==> config.mk <==
export PLATFORM = sky130hd
export DESIGN_NAME = jpeg_block_symbol_encoder_core
export DESIGN_NICKNAME = d
export VERILOG_FILES = /design/src/hdl/jbse_pkg.sv /design/src/hdl/jbse_classify.sv /design/src/hdl/jbse_sym_ctrl.sv /design/src/hdl/jbse_out_reg.sv /design/src/hdl/jpeg_block_symbol_encoder_core.sv
export SDC_FILE = /design/constraint.sdc
export NUM_CORES = 1
export LEC_CHECK = 0
export ABC_AREA = 1
export BUFFER_PORTS_ARGS = -buffer_cell sky130_fd_sc_hd__buf_2
export CORE_ASPECT_RATIO = 0.9
export CORE_UTILIZATION = 57
export CTS_CLUSTER_DIAMETER = 40
export DETAILED_ROUTE_END_ITERATION = 8
export PLACE_DENSITY = 0.82
export SETUP_SLACK_MARGIN = 0.3
export SKIP_LAST_GASP = 1
export SLEW_MARGIN = 30
export SYNTH_ARGS = -nofsm -noshare
export SYNTH_HDL_FRONTEND = slang
export SYNTH_SLANG_ARGS = --single-unit
==> constraint.sdc <==
create_clock -name clk -period 5.15 [get_ports clk]
set_input_delay 0.2575 -clock clk [delete_from_list [all_inputs] [get_ports clk]]
set_output_delay 0.2575 -clock clk [all_outputs]
set_load 0.01 [all_outputs]
==> src/hdl/jbse_pkg.sv <==
// ----------------------------------------------------------------------------
// jbse_pkg
// Shared types and constants for the block symbol encoder (run/category
// stage of baseline coefficient coding).
// ----------------------------------------------------------------------------
package jbse_pkg;

  localparam int BLOCK_COEFFS = 64;
  localparam int COEFF_W      = 16;
  localparam int MAG_W        = 15;
  localparam int CAT_W        = 4;
  localparam int SYM_W        = 8;
  localparam int RUN_CHUNK    = 16;
  localparam int RUN_SHIFT    = $clog2(RUN_CHUNK);

  localparam logic [SYM_W-1:0] SYM_ZRL = 8'hF0;
  localparam logic [SYM_W-1:0] SYM_EOB = 8'h00;

  // classified coefficient
  typedef struct packed {
    logic             is_zero;
    logic [CAT_W-1:0] cat;
    logic [MAG_W-1:0] bits;
  } cls_t;

  // one result item
  typedef struct packed {
    logic             is_dc;
    logic [SYM_W-1:0] symbol;
    logic [CAT_W-1:0] extra_len;
    logic [MAG_W-1:0] extra_bits;
    logic             block_end;
    logic             last;
  } res_t;

endpackage

==> src/hdl/jbse_classify.sv <==
// ----------------------------------------------------------------------------
// jbse_classify
// Saturates a coefficient to +-32767 and derives its category and the
// extra bits (ones' complement form for negative values).
// ----------------------------------------------------------------------------
module jbse_classify (
  input  logic [jbse_pkg::COEFF_W-1:0] coeff,
  output jbse_pkg::cls_t               cls
);
  import jbse_pkg::*;

  function automatic logic [CAT_W-1:0] category(input logic [MAG_W-1:0] m);
    logic [CAT_W-1:0] c;
    c = '0;
    for (int i = 0; i < MAG_W; i++) begin
      if (m[i]) c = CAT_W'(i + 1);
    end
    return c;
  endfunction

  logic                neg;
  logic [COEFF_W-1:0]  negated;
  logic [MAG_W-1:0]    mag;
  logic [CAT_W-1:0]    cat;
  logic [MAG_W-1:0]    mask;

  assign neg     = coeff[COEFF_W-1];
  assign negated = COEFF_W'(0) - coeff;

  always_comb begin
    if (!neg) begin
      mag = coeff[MAG_W-1:0];
    end else if (negated[COEFF_W-1]) begin
      // most negative code saturates
      mag = '1;
    end else begin
      mag = negated[MAG_W-1:0];
    end
  end

  assign cat  = category(mag);
  assign mask = MAG_W'((COEFF_W'(1) << cat) - COEFF_W'(1));

  assign cls.is_zero = (mag == '0);
  assign cls.cat     = cat;
  // mag < 2^cat, so mask - mag is mask ^ mag
  assign cls.bits    = neg ? (mag ^ mask) : mag;

endmodule

==> src/hdl/jbse_sym_ctrl.sv <==
// ----------------------------------------------------------------------------
// jbse_sym_ctrl
// Block position and zero-run tracking. Picks the result for the held
// item: pending ZRL symbols first, then DC, AC or EOB symbol.
// ----------------------------------------------------------------------------
module jbse_sym_ctrl #(
  parameter int BLOCK_COEFFS = jbse_pkg::BLOCK_COEFFS
) (
  input  logic           clk,
  input  logic           rst_n,
  input  logic           item_v,
  input  jbse_pkg::cls_t cls,
  input  logic           slot_free,
  output jbse_pkg::res_t res,
  output logic           res_v,
  output logic           retire
);
  import jbse_pkg::*;

  localparam int POS_W = $clog2(BLOCK_COEFFS);
  localparam int RUN_W = POS_W;
  localparam int ZC_W  = RUN_W - RUN_SHIFT;
  localparam logic [POS_W-1:0] LAST_POS = POS_W'(BLOCK_COEFFS - 1);

  logic [POS_W-1:0] pos_r, pos_nxt;
  logic [RUN_W-1:0] run_r, run_nxt;
  logic [ZC_W-1:0]  zc_r, zc_nxt;

  logic             is_dc, at_end, no_res, zrl_now, push;
  logic [ZC_W-1:0]  zrl_total;

  assign is_dc     = (pos_r == '0);
  assign at_end    = (pos_r >= LAST_POS);
  assign zrl_total = (!is_dc && !cls.is_zero) ? run_r[RUN_W-1:RUN_SHIFT] : '0;
  assign zrl_now   = (zc_r < zrl_total);
  // inner zero: only the run grows
  assign no_res    = !is_dc && cls.is_zero && !at_end;

  assign res_v  = item_v && !no_res;
  assign push   = res_v && slot_free;
  assign retire = item_v && (no_res || (slot_free && !zrl_now));

  always_comb begin
    res = '0;
    priority if (zrl_now) begin
      res.symbol = SYM_ZRL;
    end else if (is_dc) begin
      res.is_dc      = 1'b1;
      res.symbol     = SYM_W'(cls.cat);
      res.extra_len  = cls.cat;
      res.extra_bits = cls.bits;
      res.last       = 1'b1;
    end else if (cls.is_zero) begin
      res.symbol    = SYM_EOB;
      res.block_end = 1'b1;
      res.last      = 1'b1;
    end else begin
      res.symbol     = {run_r[RUN_SHIFT-1:0], cls.cat};
      res.extra_len  = cls.cat;
      res.extra_bits = cls.bits;
      res.block_end  = at_end;
      res.last       = 1'b1;
    end
  end

  always_comb begin
    pos_nxt = pos_r;
    run_nxt = run_r;
    zc_nxt  = zc_r;
    if (retire) begin
      zc_nxt = '0;
      if (is_dc) begin
        run_nxt = '0;
        pos_nxt = POS_W'(1);
      end else begin
        if (cls.is_zero && !at_end) run_nxt = run_r + RUN_W'(1);
        else                        run_nxt = '0;
        pos_nxt = at_end ? '0 : pos_r + POS_W'(1);
      end
    end else if (push && zrl_now) begin
      zc_nxt = zc_r + ZC_W'(1);
    end
  end

  always_ff @(posedge clk) begin
    if (!rst_n) begin
      pos_r <= '0;
      run_r <= '0;
      zc_r  <= '0;
    end else begin
      pos_r <= pos_nxt;
      run_r <= run_nxt;
      zc_r  <= zc_nxt;
    end
  end

endmodule

==> src/hdl/jbse_out_reg.sv <==
// ----------------------------------------------------------------------------
// jbse_out_reg
// Result register on the output channel; loads whenever it is empty or its
// item is taken in the same cycle.
// ----------------------------------------------------------------------------
module jbse_out_reg (
  input  logic           clk,
  input  logic           rst_n,
  input  logic           push_v,
  input  jbse_pkg::res_t push_res,
  output logic           slot_free,
  output logic           out_v,
  input  logic           out_rdy,
  output jbse_pkg::res_t out_res
);
  import jbse_pkg::*;

  logic valid_r;
  res_t res_r;

  assign slot_free = !valid_r || out_rdy;
  assign out_v     = valid_r;
  assign out_res   = res_r;

  always_ff @(posedge clk) begin
    if (!rst_n) begin
      valid_r <= 1'b0;
    end else if (slot_free) begin
      valid_r <= push_v;
    end
  end

  always_ff @(posedge clk) begin
    if (slot_free && push_v) begin
      res_r <= push_res;
    end
  end

endmodule

==> src/hdl/jpeg_block_symbol_encoder_core.sv <==
// ----------------------------------------------------------------------------
// jpeg_block_symbol_encoder_core
// Turns zigzag-ordered quantized coefficients of 8x8 blocks into DC
// category and AC run/category symbols with their extra bits.
// ----------------------------------------------------------------------------
//  channel | ports                                         | dir
//  --------+-----------------------------------------------+-----
//  in      | in_valid, in_ready, in_coeff                  | in
//  out     | out_valid, out_ready, out_is_dc, out_symbol,  | out
//          | out_extra_len, out_extra_bits, out_block_end, |
//          | out_last                                      |
//
//  one item per cycle unless pending ZRL symbols or out_ready stalls hold it;
//  an item with k ZRL symbols (k <= 3) holds the input register until its k+1
//  results have entered the result register, one per cycle unless out_ready stalls
//  inner zero coefficients leave the input register without waiting, no result
//  reset (rst_n low, synchronous) empties both registers and starts a block
//  a stall on out_ready holds the result register and backs up to in_ready
// ----------------------------------------------------------------------------
module jpeg_block_symbol_encoder_core #(
  parameter int BLOCK_COEFFS = jbse_pkg::BLOCK_COEFFS
) (
  input  logic                          clk,
  input  logic                          rst_n,
  input  logic                          in_valid,
  output logic                          in_ready,
  input  logic [jbse_pkg::COEFF_W-1:0]  in_coeff,
  output logic                          out_valid,
  input  logic                          out_ready,
  output logic                          out_is_dc,
  output logic [jbse_pkg::SYM_W-1:0]    out_symbol,
  output logic [jbse_pkg::CAT_W-1:0]    out_extra_len,
  output logic [jbse_pkg::MAG_W-1:0]    out_extra_bits,
  output logic                          out_block_end,
  output logic                          out_last
);
  import jbse_pkg::*;

  logic               item_v_r;
  logic [COEFF_W-1:0] coeff_r;
  cls_t               cls;
  res_t               res, out_res;
  logic               res_v, retire, slot_free;

  assign in_ready = !item_v_r || retire;

  always_ff @(posedge clk) begin
    if (!rst_n) begin
      item_v_r <= 1'b0;
    end else if (in_ready) begin
      item_v_r <= in_valid;
    end
  end

  always_ff @(posedge clk) begin
    if (in_ready && in_valid) begin
      coeff_r <= in_coeff;
    end
  end

  jbse_classify u_classify (
    .coeff (coeff_r),
    .cls   (cls)
  );

  jbse_sym_ctrl #(
    .BLOCK_COEFFS (BLOCK_COEFFS)
  ) u_sym_ctrl (
    .clk       (clk),
    .rst_n     (rst_n),
    .item_v    (item_v_r),
    .cls       (cls),
    .slot_free (slot_free),
    .res       (res),
    .res_v     (res_v),
    .retire    (retire)
  );

  jbse_out_reg u_out_reg (
    .clk       (clk),
    .rst_n     (rst_n),
    .push_v    (res_v),
    .push_res  (res),
    .slot_free (slot_free),
    .out_v     (out_valid),
    .out_rdy   (out_ready),
    .out_res   (out_res)
  );

  assign out_is_dc      = out_res.is_dc;
  assign out_symbol     = out_res.symbol;
  assign out_extra_len  = out_res.extra_len;
  assign out_extra_bits = out_res.extra_bits;
  assign out_block_end  = out_res.block_end;
  assign out_last       = out_res.last;

endmodule

==> summary.md, run 1 <==
| Metric | Value |
|---|---|
| Status | `finished, violations left` |
| Failing checks | `design-rule violations` |
| Routed length per placed instance | `12.8 um` |
| Final net count | `just over 500` |
| GPL Wtd Cong | `0.946` |
| CTS Buffer Depth | `2` |
| Max VDD drop | `approximately 0.00016 V` |
| Hold Crit Start | `in_coeff[1]` |
| Initial DRC count | `214` |
| Synth top area share | `36.6%` |
| Synth area leader | `edfxtp_1` |
| Fin Setup TNS | `0 ns` |
| Synth Warn # | `0` |
| CTS tree | `done` |
| Syn_nets | `456` |
| Worst-skew pair later-pin latency | `0.35 ns` |
| CP max stage delay | `0.41 ns` |
| Die Y | `75.7 um` |
| Final Hold Viols | `0` |
| Mean area per synthesized cell | `8.00 um2` |
| Vias in the first global route | `2535` |
| Total CTS buffers | `9` |
| Hpwl dp | `roughly 5300 um` |
| Mapped cell area | `3440 um2` |
| Power per cell area | `288 nW/um2` |
| Switch share | `25.5%` |
| R2R cell count | `24` |
| Vias | `3013` |
| Power share of the clock group | `approximately two fifths` |
| Sequential fraction of the synthesis area | `45.9%` |
| Util after Layout | `68.8%` |
| RSZ-0062 raised after global routing | `false` |
| CP max-delay cell | `edfxtp_1` |
| Max Freq | `244 MHz` |
| Max-slew violations | `0` |
| Critical setup path kind | `reg2out` |
| Fin crit share | `79.6%` |
| CTS Sinks | `58` |
| Area of the core | `5760 um2` |
| Global-route wire length before repair | `11400 um` |
| Hold buffer count at CTS | `0` |
| Dpl ws | `1.15 ns` |
| Logic pwr share | `13.6%` |
| Setup ws final | `between 1 and 1.5 ns` |
| Port bufs | `51` |
| Worst Tran Pin Value | `just over 0.7 ns` |
| Arrival @ worst endpoint | `3.84 ns` |
| Setup crit start kind | `flip-flop` |
| Initial antenna violation count | `0` |
| Die Wd | `83.9 um` |
| Final setup vio count | `0` |
| Ant. Diodes | `0` |
| DRT Pass-1 Iters | `7` |
| Initial core utilization | `59.8%` |
| Ranking of synthesized cells by area | `edfxtp_1 37%, nand2_1 10%, dfxtp_1 9.3%` |
| Htree depth | `3` |
| Internal power | `849 uW` |
| Grt ovf | `0` |
| Flop pwr share | `around 47%` |
| Total GRT Usage | `23.5%` |
| CP max FO | `17` |
| Fillers | `465` |
| Post-CTS Setup Inserts | `0` |
| Data required, critical path | `4.89 ns` |
| Clk_skew | `0.00880 ns` |
| Layout cells sized above 1 | `20.8%` |
| Largest net degree at the start of global routing | `29` |
| Yosys reg bits | `58` |
| Final critical-path required period | `4.10 ns` |
| Tot Pwr | `1140 uW` |
| DRT Wirelength | `7170 um` |
| Area grow syn2layout | `15.0%` |
| Max Cap Violations | `0` |
| WHS | `roughly 0.09 ns` |
| DRC | `10` |
| Distinct cells, synth | `38` |
| Sw Pwr | `about 290 uW` |
| Worst-path clk slew | `0.06 ns` |
| Post_cts resized | `0` |
| Most common cell after layout, fill and taps aside | `nand2_1` |
| Avg Vias per Cell | `5.38` |
| Crit path from | `coeff_r[0]` |
| CTS root buf | `clkbuf_8` |
| Final ANT Viol Nets | `0` |
| Slew HR | `roughly half` |
| Ports | `52` |
| Worst Hold Class | `in2reg` |
| Post-Syn Instances | `430` |
| Commonest non-fill, non-tap cells in the layout | `93 x nand2_1, 62 x nor2_1, 51 x buf_2` |
| LEAKAGE | `approximately 0.0018 uW` |
| R2R Path Start | `coeff_r[0]` |
| Hold depth | `1` |
| Std-Cell Rows | `26` |
| Worst setup EP type | `output port` |
| Die ar. | `about 6400 um2` |
sequential cells by signal, indices dropped and copies added, names as in the netlist:
register           cells
u_out_reg.out_res     26
u_sym_ctrl.zc_r        2
coeff_r               16
u_out_reg.out_v        1
u_sym_ctrl.run_r       6
item_v_r               1
u_sym_ctrl.pos_r       6
routing by layer:
metal  wire [um]  vias to the layer above  GRT usage, %
met5           0                        -             0
met2        3150                      142          36.3
met4         108                        0          10.3
li1            -                     1514             -
met1        3310                     1344          30.7
met3         605                       13          7.69
cell usage after synthesis:
library cell,number
nor2_2,4
nand3_2,1
ha_1,6
nor2_1,64
xnor2_1,6
inv_2,6
buf_6,1
nor2_4,4
edfxtp_1,42
nand3_1,31
nand3b_1,1
buf_4,4
a31oi_1,4
nor3_1,4
nand2_4,3
nor2_8,1
o21ai_1,4
clkinv_2,1
a21oi_1,24
buf_2,2
nand2_1,93
o211a_1,1
buf_1,1
clkbuf_1,2
nand2_2,6
inv_1,50
o21bai_1,1
dfxtp_1,16
and2_1,1
nand3_4,2
nor3_2,1
or2_2,3
nand4_1,12
a211oi_1,1
nor3b_1,1
xor2_1,10
or2_1,1
o21ai_0,15
logic make-up after synthesis:
| family | synth area share (%) |
|---|---|
| fa+ha+maj | 2.18 |
| compound gates | 7.71 |
| simple gates | 32.0 |
| xor+xnor | 4.07 |
| flops | 45.9 |
| buf+inv | 8.07 |
power groups by stage:
stage | clock [uW] | sequential (uW) | combinational, uW
4_1_cts | 456 | 539 | 154
6_report | 445 | 539 | 155
5_1_grt | 472 | 541 | 173
3_3_place_gp | 0 | 548 | 150
2_1_floorplan | 0 | 551 | 107
3_5_place_dp | 0 | 549 | 153
path summary, 6_finish.rpt:
check                             end  slack (ns)
setup reg to reg          coeff_r[13]        1.09
hold reg to reg   u_sym_ctrl.pos_r[4]        0.51
hold / removal             coeff_r[1]        0.09
setup / recovery             in_ready        1.05
layout make-up:
class | count | area (um2) | share of cell area (%)
Multi-Input combinational cell | 305 | 1590 | 40.1
Sequential cell | 58 | 1580 | 39.9
Timing Repair Buffer | 54 | 278 | 7.02
Inverter | 57 | 215 | 5.44
Clock buffer | 10 | 128 | 3.22
Tap cell | 70 | 87.6 | 2.21
Clock inverter | 6 | 81.3 | 2.05
critical path, delay by kind of cell, from the launching register on:
| family | cells | cell delay [ns] |
|---|---|---|
| adder cells (fa/ha/maj) | 2 | 0.52 |
| buffers and inverters | 6 | 0.77 |
| AND/OR/NAND/NOR | 17 | 1.81 |
| flip-flops | 1 | 0.41 |
stage by stage:
stage | cell area, um2 | std cells
final | 3960 | 560
after global routing | 3960 | 560
after CTS | 3960 | 560
after detailed placement | 3750 | 544
after global placement | 3750 | 544
after floorplan | 3440 | 430
Power figures use the tool's default switching activity.
==> run 2: changes to the inputs <==
--- a/config.mk
+++ b/config.mk
@@ -8,10 +8,10 @@
 export ABC_AREA = 1
 export BUFFER_PORTS_ARGS = -buffer_cell sky130_fd_sc_hd__buf_2
 export CORE_ASPECT_RATIO = 0.9
-export CORE_UTILIZATION = 57
+export CORE_UTILIZATION = 52
 export CTS_CLUSTER_DIAMETER = 40
 export DETAILED_ROUTE_END_ITERATION = 8
-export PLACE_DENSITY = 0.82
+export PLACE_DENSITY = 0.79
 export SETUP_SLACK_MARGIN = 0.3
 export SKIP_LAST_GASP = 1
 export SLEW_MARGIN = 30
==> constraint.sdc (replaced) <==
create_clock -name clk -period 3.4 [get_ports clk]
set_input_delay 0.17 -clock clk [delete_from_list [all_inputs] [get_ports clk]]
set_output_delay 0.17 -clock clk [all_outputs]
set_load 0.01 [all_outputs]
==> summary.md, run 2 (same netlist as run 1, synthesis figures left out) <==
| Metric | Value |
|---|---|
| Status | `finished, violations left (unchanged)` |
| Failing checks | `design-rule violations, negative setup slack (was design-rule violations)` |
| Worst Tran Pin Value | `0.519 ns (was 0.726 ns)` |
| Vias | `4136 (was 3013)` |
| CTS root buf | `clkbuf_8 (unchanged)` |
| Reg2Reg Setup Slack | `-0.44 ns (was 1.09 ns)` |
| Final setup vio count | `79 (was 0)` |
| Area of the core | `6250 um2 (was 5760 um2)` |
| Final Hold Viols | `0 (unchanged)` |
| RSZ-0062 raised after global routing | `true (was false)` |
| Ant. Diodes | `0 (unchanged)` |
| Power per cell area | `360 nW/um2 (was 288 nW/um2)` |
| R2R cell count | `25 (was 24)` |
| Worst-path clk slew | `0.07 ns (was 0.06 ns)` |
| DRT Wirelength | `13600 um (was 7170 um)` |
| Vias in the first global route | `3480 (was 2535)` |
| Total GRT Usage | `32.0% (was 23.5%)` |
| Fin crit share | `114%` |
| Std-Cell Rows | `27 (was 26)` |
| Max VDD drop | `0.000362 V (was 0.000156 V)` |
| Layout cells sized above 1 | `41.3% (was 20.8%)` |
| Setup ws final | `-0.473 ns (was 1.05 ns)` |
| Final critical-path required period | `3.87 ns` |
| LEAKAGE | `0.00236 uW (was 0.00179 uW)` |
| CTS Buffer Depth | `2 (unchanged)` |
| WHS | `0.00528 ns (was 0.0896 ns)` |
| CTS Sinks | `58 (unchanged)` |
| Initial antenna violation count | `0 (unchanged)` |
| Final net count | `610 (was 511)` |
| Commonest non-fill, non-tap cells in the layout | `78 x nand2_1, 72 x buf_4, 50 x buf_2 (was 93 x nand2_1, 62 x nor2_1, 51 x buf_2)` |
| Max Freq | `roughly 260 MHz` |
| Fin Setup TNS | `-22.34 ns (was 0 ns)` |
| Largest net degree at the start of global routing | `25 (was 29)` |
| Hold Crit Start | `in_coeff[0] (was in_coeff[1])` |
| Total CTS buffers | `9 (unchanged)` |
| Routed length per placed instance | `20.1 um (was 12.8 um)` |
| Global-route wire length before repair | `16400 um (was 11400 um)` |
| Max reg flops | `26 (unchanged)` |
| Hold Path End | `coeff_r[0] (was coeff_r[1])` |
| Hold depth | `1 (unchanged)` |
| Arrival @ worst endpoint | `3.70 ns (was 3.84 ns)` |
| Initial DRC count | `646 (was 214)` |
| Critical setup path kind | `reg2out (unchanged)` |
| GPL Wtd Cong | `1.04 (was 0.946)` |
| DRT Pass-1 Iters | `9 (was 7)` |
| Grt ovf | `0 (unchanged)` |
| DRC | `2 (was 10)` |
| Worst setup EP type | `output port (unchanged)` |
| CP max FO | `2 (was 17)` |
| Data required, critical path | `3.23 ns (was 4.89 ns)` |
| Die Wd | `87.8 um (was 83.9 um)` |
| Max Cap Violations | `0 (unchanged)` |
| Ports | `52 (unchanged)` |
| Die Y | `79.2 um (was 75.7 um)` |
| Most common cell after layout, fill and taps aside | `nand2_1 (unchanged)` |
| Port bufs | `51 (unchanged)` |
| CTS tree | `done (unchanged)` |
| R2R Path Start | `coeff_r[3] (was coeff_r[0])` |
| Hpwl dp | `5540 um (was 5260 um)` |
| Dpl ws | `-0.0187 ns (was 1.15 ns)` |
| Worst Hold Class | `in2reg (unchanged)` |
| Htree depth | `3 (unchanged)` |
| Area grow syn2layout | `51.7% (was 15.0%)` |
| Worst reg2reg endpoint | `coeff_r[1] (was coeff_r[13])` |
| Clk_skew | `0.0174 ns (was 0.00880 ns)` |
| Die ar. | `6950 um2 (was 6350 um2)` |
| Slew HR | `65.3% (was 51.6%)` |
| Final ANT Viol Nets | `0 (unchanged)` |
| Initial core utilization | `55.1% (was 59.8%)` |
| Setup crit start kind | `flip-flop (unchanged)` |
| Avg Vias per Cell | `6.12 (was 5.38)` |
| Worst-skew pair later-pin latency | `0.37 ns (was 0.35 ns)` |
| Max-slew violations | `0 (unchanged)` |
[run 2: cell count changes in the layout (fill, tap and decap cells not counted), sizes merged]
cell	change
buf	+83
clkbuf	+1
dlygate4sd3	+15
bufinv	-1
clkinvlp	+1
[run 2: report_power, final]
| part | total [uW] | switching (uW) | internal, uW | leakage, uW |
|---|---|---|---|---|
| Sequential | 815 | 18.8 | 796 | 0.000523 |
| Combinational | 422 | 248 | 174 | 0.00175 |
| Clock | 645 | 311 | 333 | 0.0000897 |
[run 2: critical path: stages (launching register included)]
cell      delay, ns
edfxtp_1       0.41
nor2_2         0.19
buf_4          0.15
nand4_1        0.18
o21ai_1        0.27
xor2_1         0.19
inv_1          0.10
nor3_2         0.32
nand2_2        0.12
nor2_4         0.15
nand2_4        0.09
nor2_8         0.13
nand2_4        0.07
clkinv_4       0.06
nor2_4         0.04
nand2_2        0.10
ha_4           0.22
nand2_4        0.07
nand2_4        0.06
inv_4          0.07
nor2_4         0.04
nor2_4         0.13
inv_2          0.06
buf_6          0.11
[run 2: timing repair]
item / in CTS / in global routing
pin swaps: 23 / 29
buffers inserted: 56 / 17
cloned: 1 / 1
setup endpoints to repair: 52 / 83
hold endpoints to repair: 15 / 0
gates resized for setup: 36 / 53
hold buffers: 15 / 0
[run 2: how the worst max path moves through the flow]
stage / start / cells past startpoint / endpoint
after floorplan: coeff_r[0] / 24 / coeff_r[0]
after global placement: coeff_r[6] / 31 / u_out_reg.out_res[12]
after detailed placement: coeff_r[0] / 26 / u_sym_ctrl.zc_r[1]
after CTS: coeff_r[4] / 25 / in_ready
after global routing: coeff_r[3] / 23 / in_ready
final: coeff_r[3] / 23 / in_ready
[run 2: routing by layer]
layer	global-route usage [%]	part of all wire [%]	up-vias
li1	-	-	1719
met2	52.2	44	438
met5	0	0	-
met1	36.8	34	1815
met4	22.8	9.7	0
met3	7.17	12	164
[run 2: layout make-up]
type | count | area [um2]
clock buffers | 10 | 128
clock inverters | 6 | 58.8
fillers | 300 | 1030
inverters | 57 | 221
multi-input cells | 305 | 1920
flip-flops and latches | 58 | 1580
well taps | 87 | 109
repair buffers | 153 | 1200
[run 2: through the flow]
step           std cells  total power, uW  util, %  instance area [um2]
6_report             676             1880     83.5                 5220
5_1_grt              676             1930     83.5                 5220
4_1_cts              658             1760     77.1                 4820
3_5_place_dp         570             1080     62.4                 3900
3_3_place_gp         570             1070     62.4                 3900
2_1_floorplan        430             1000        -                 3480
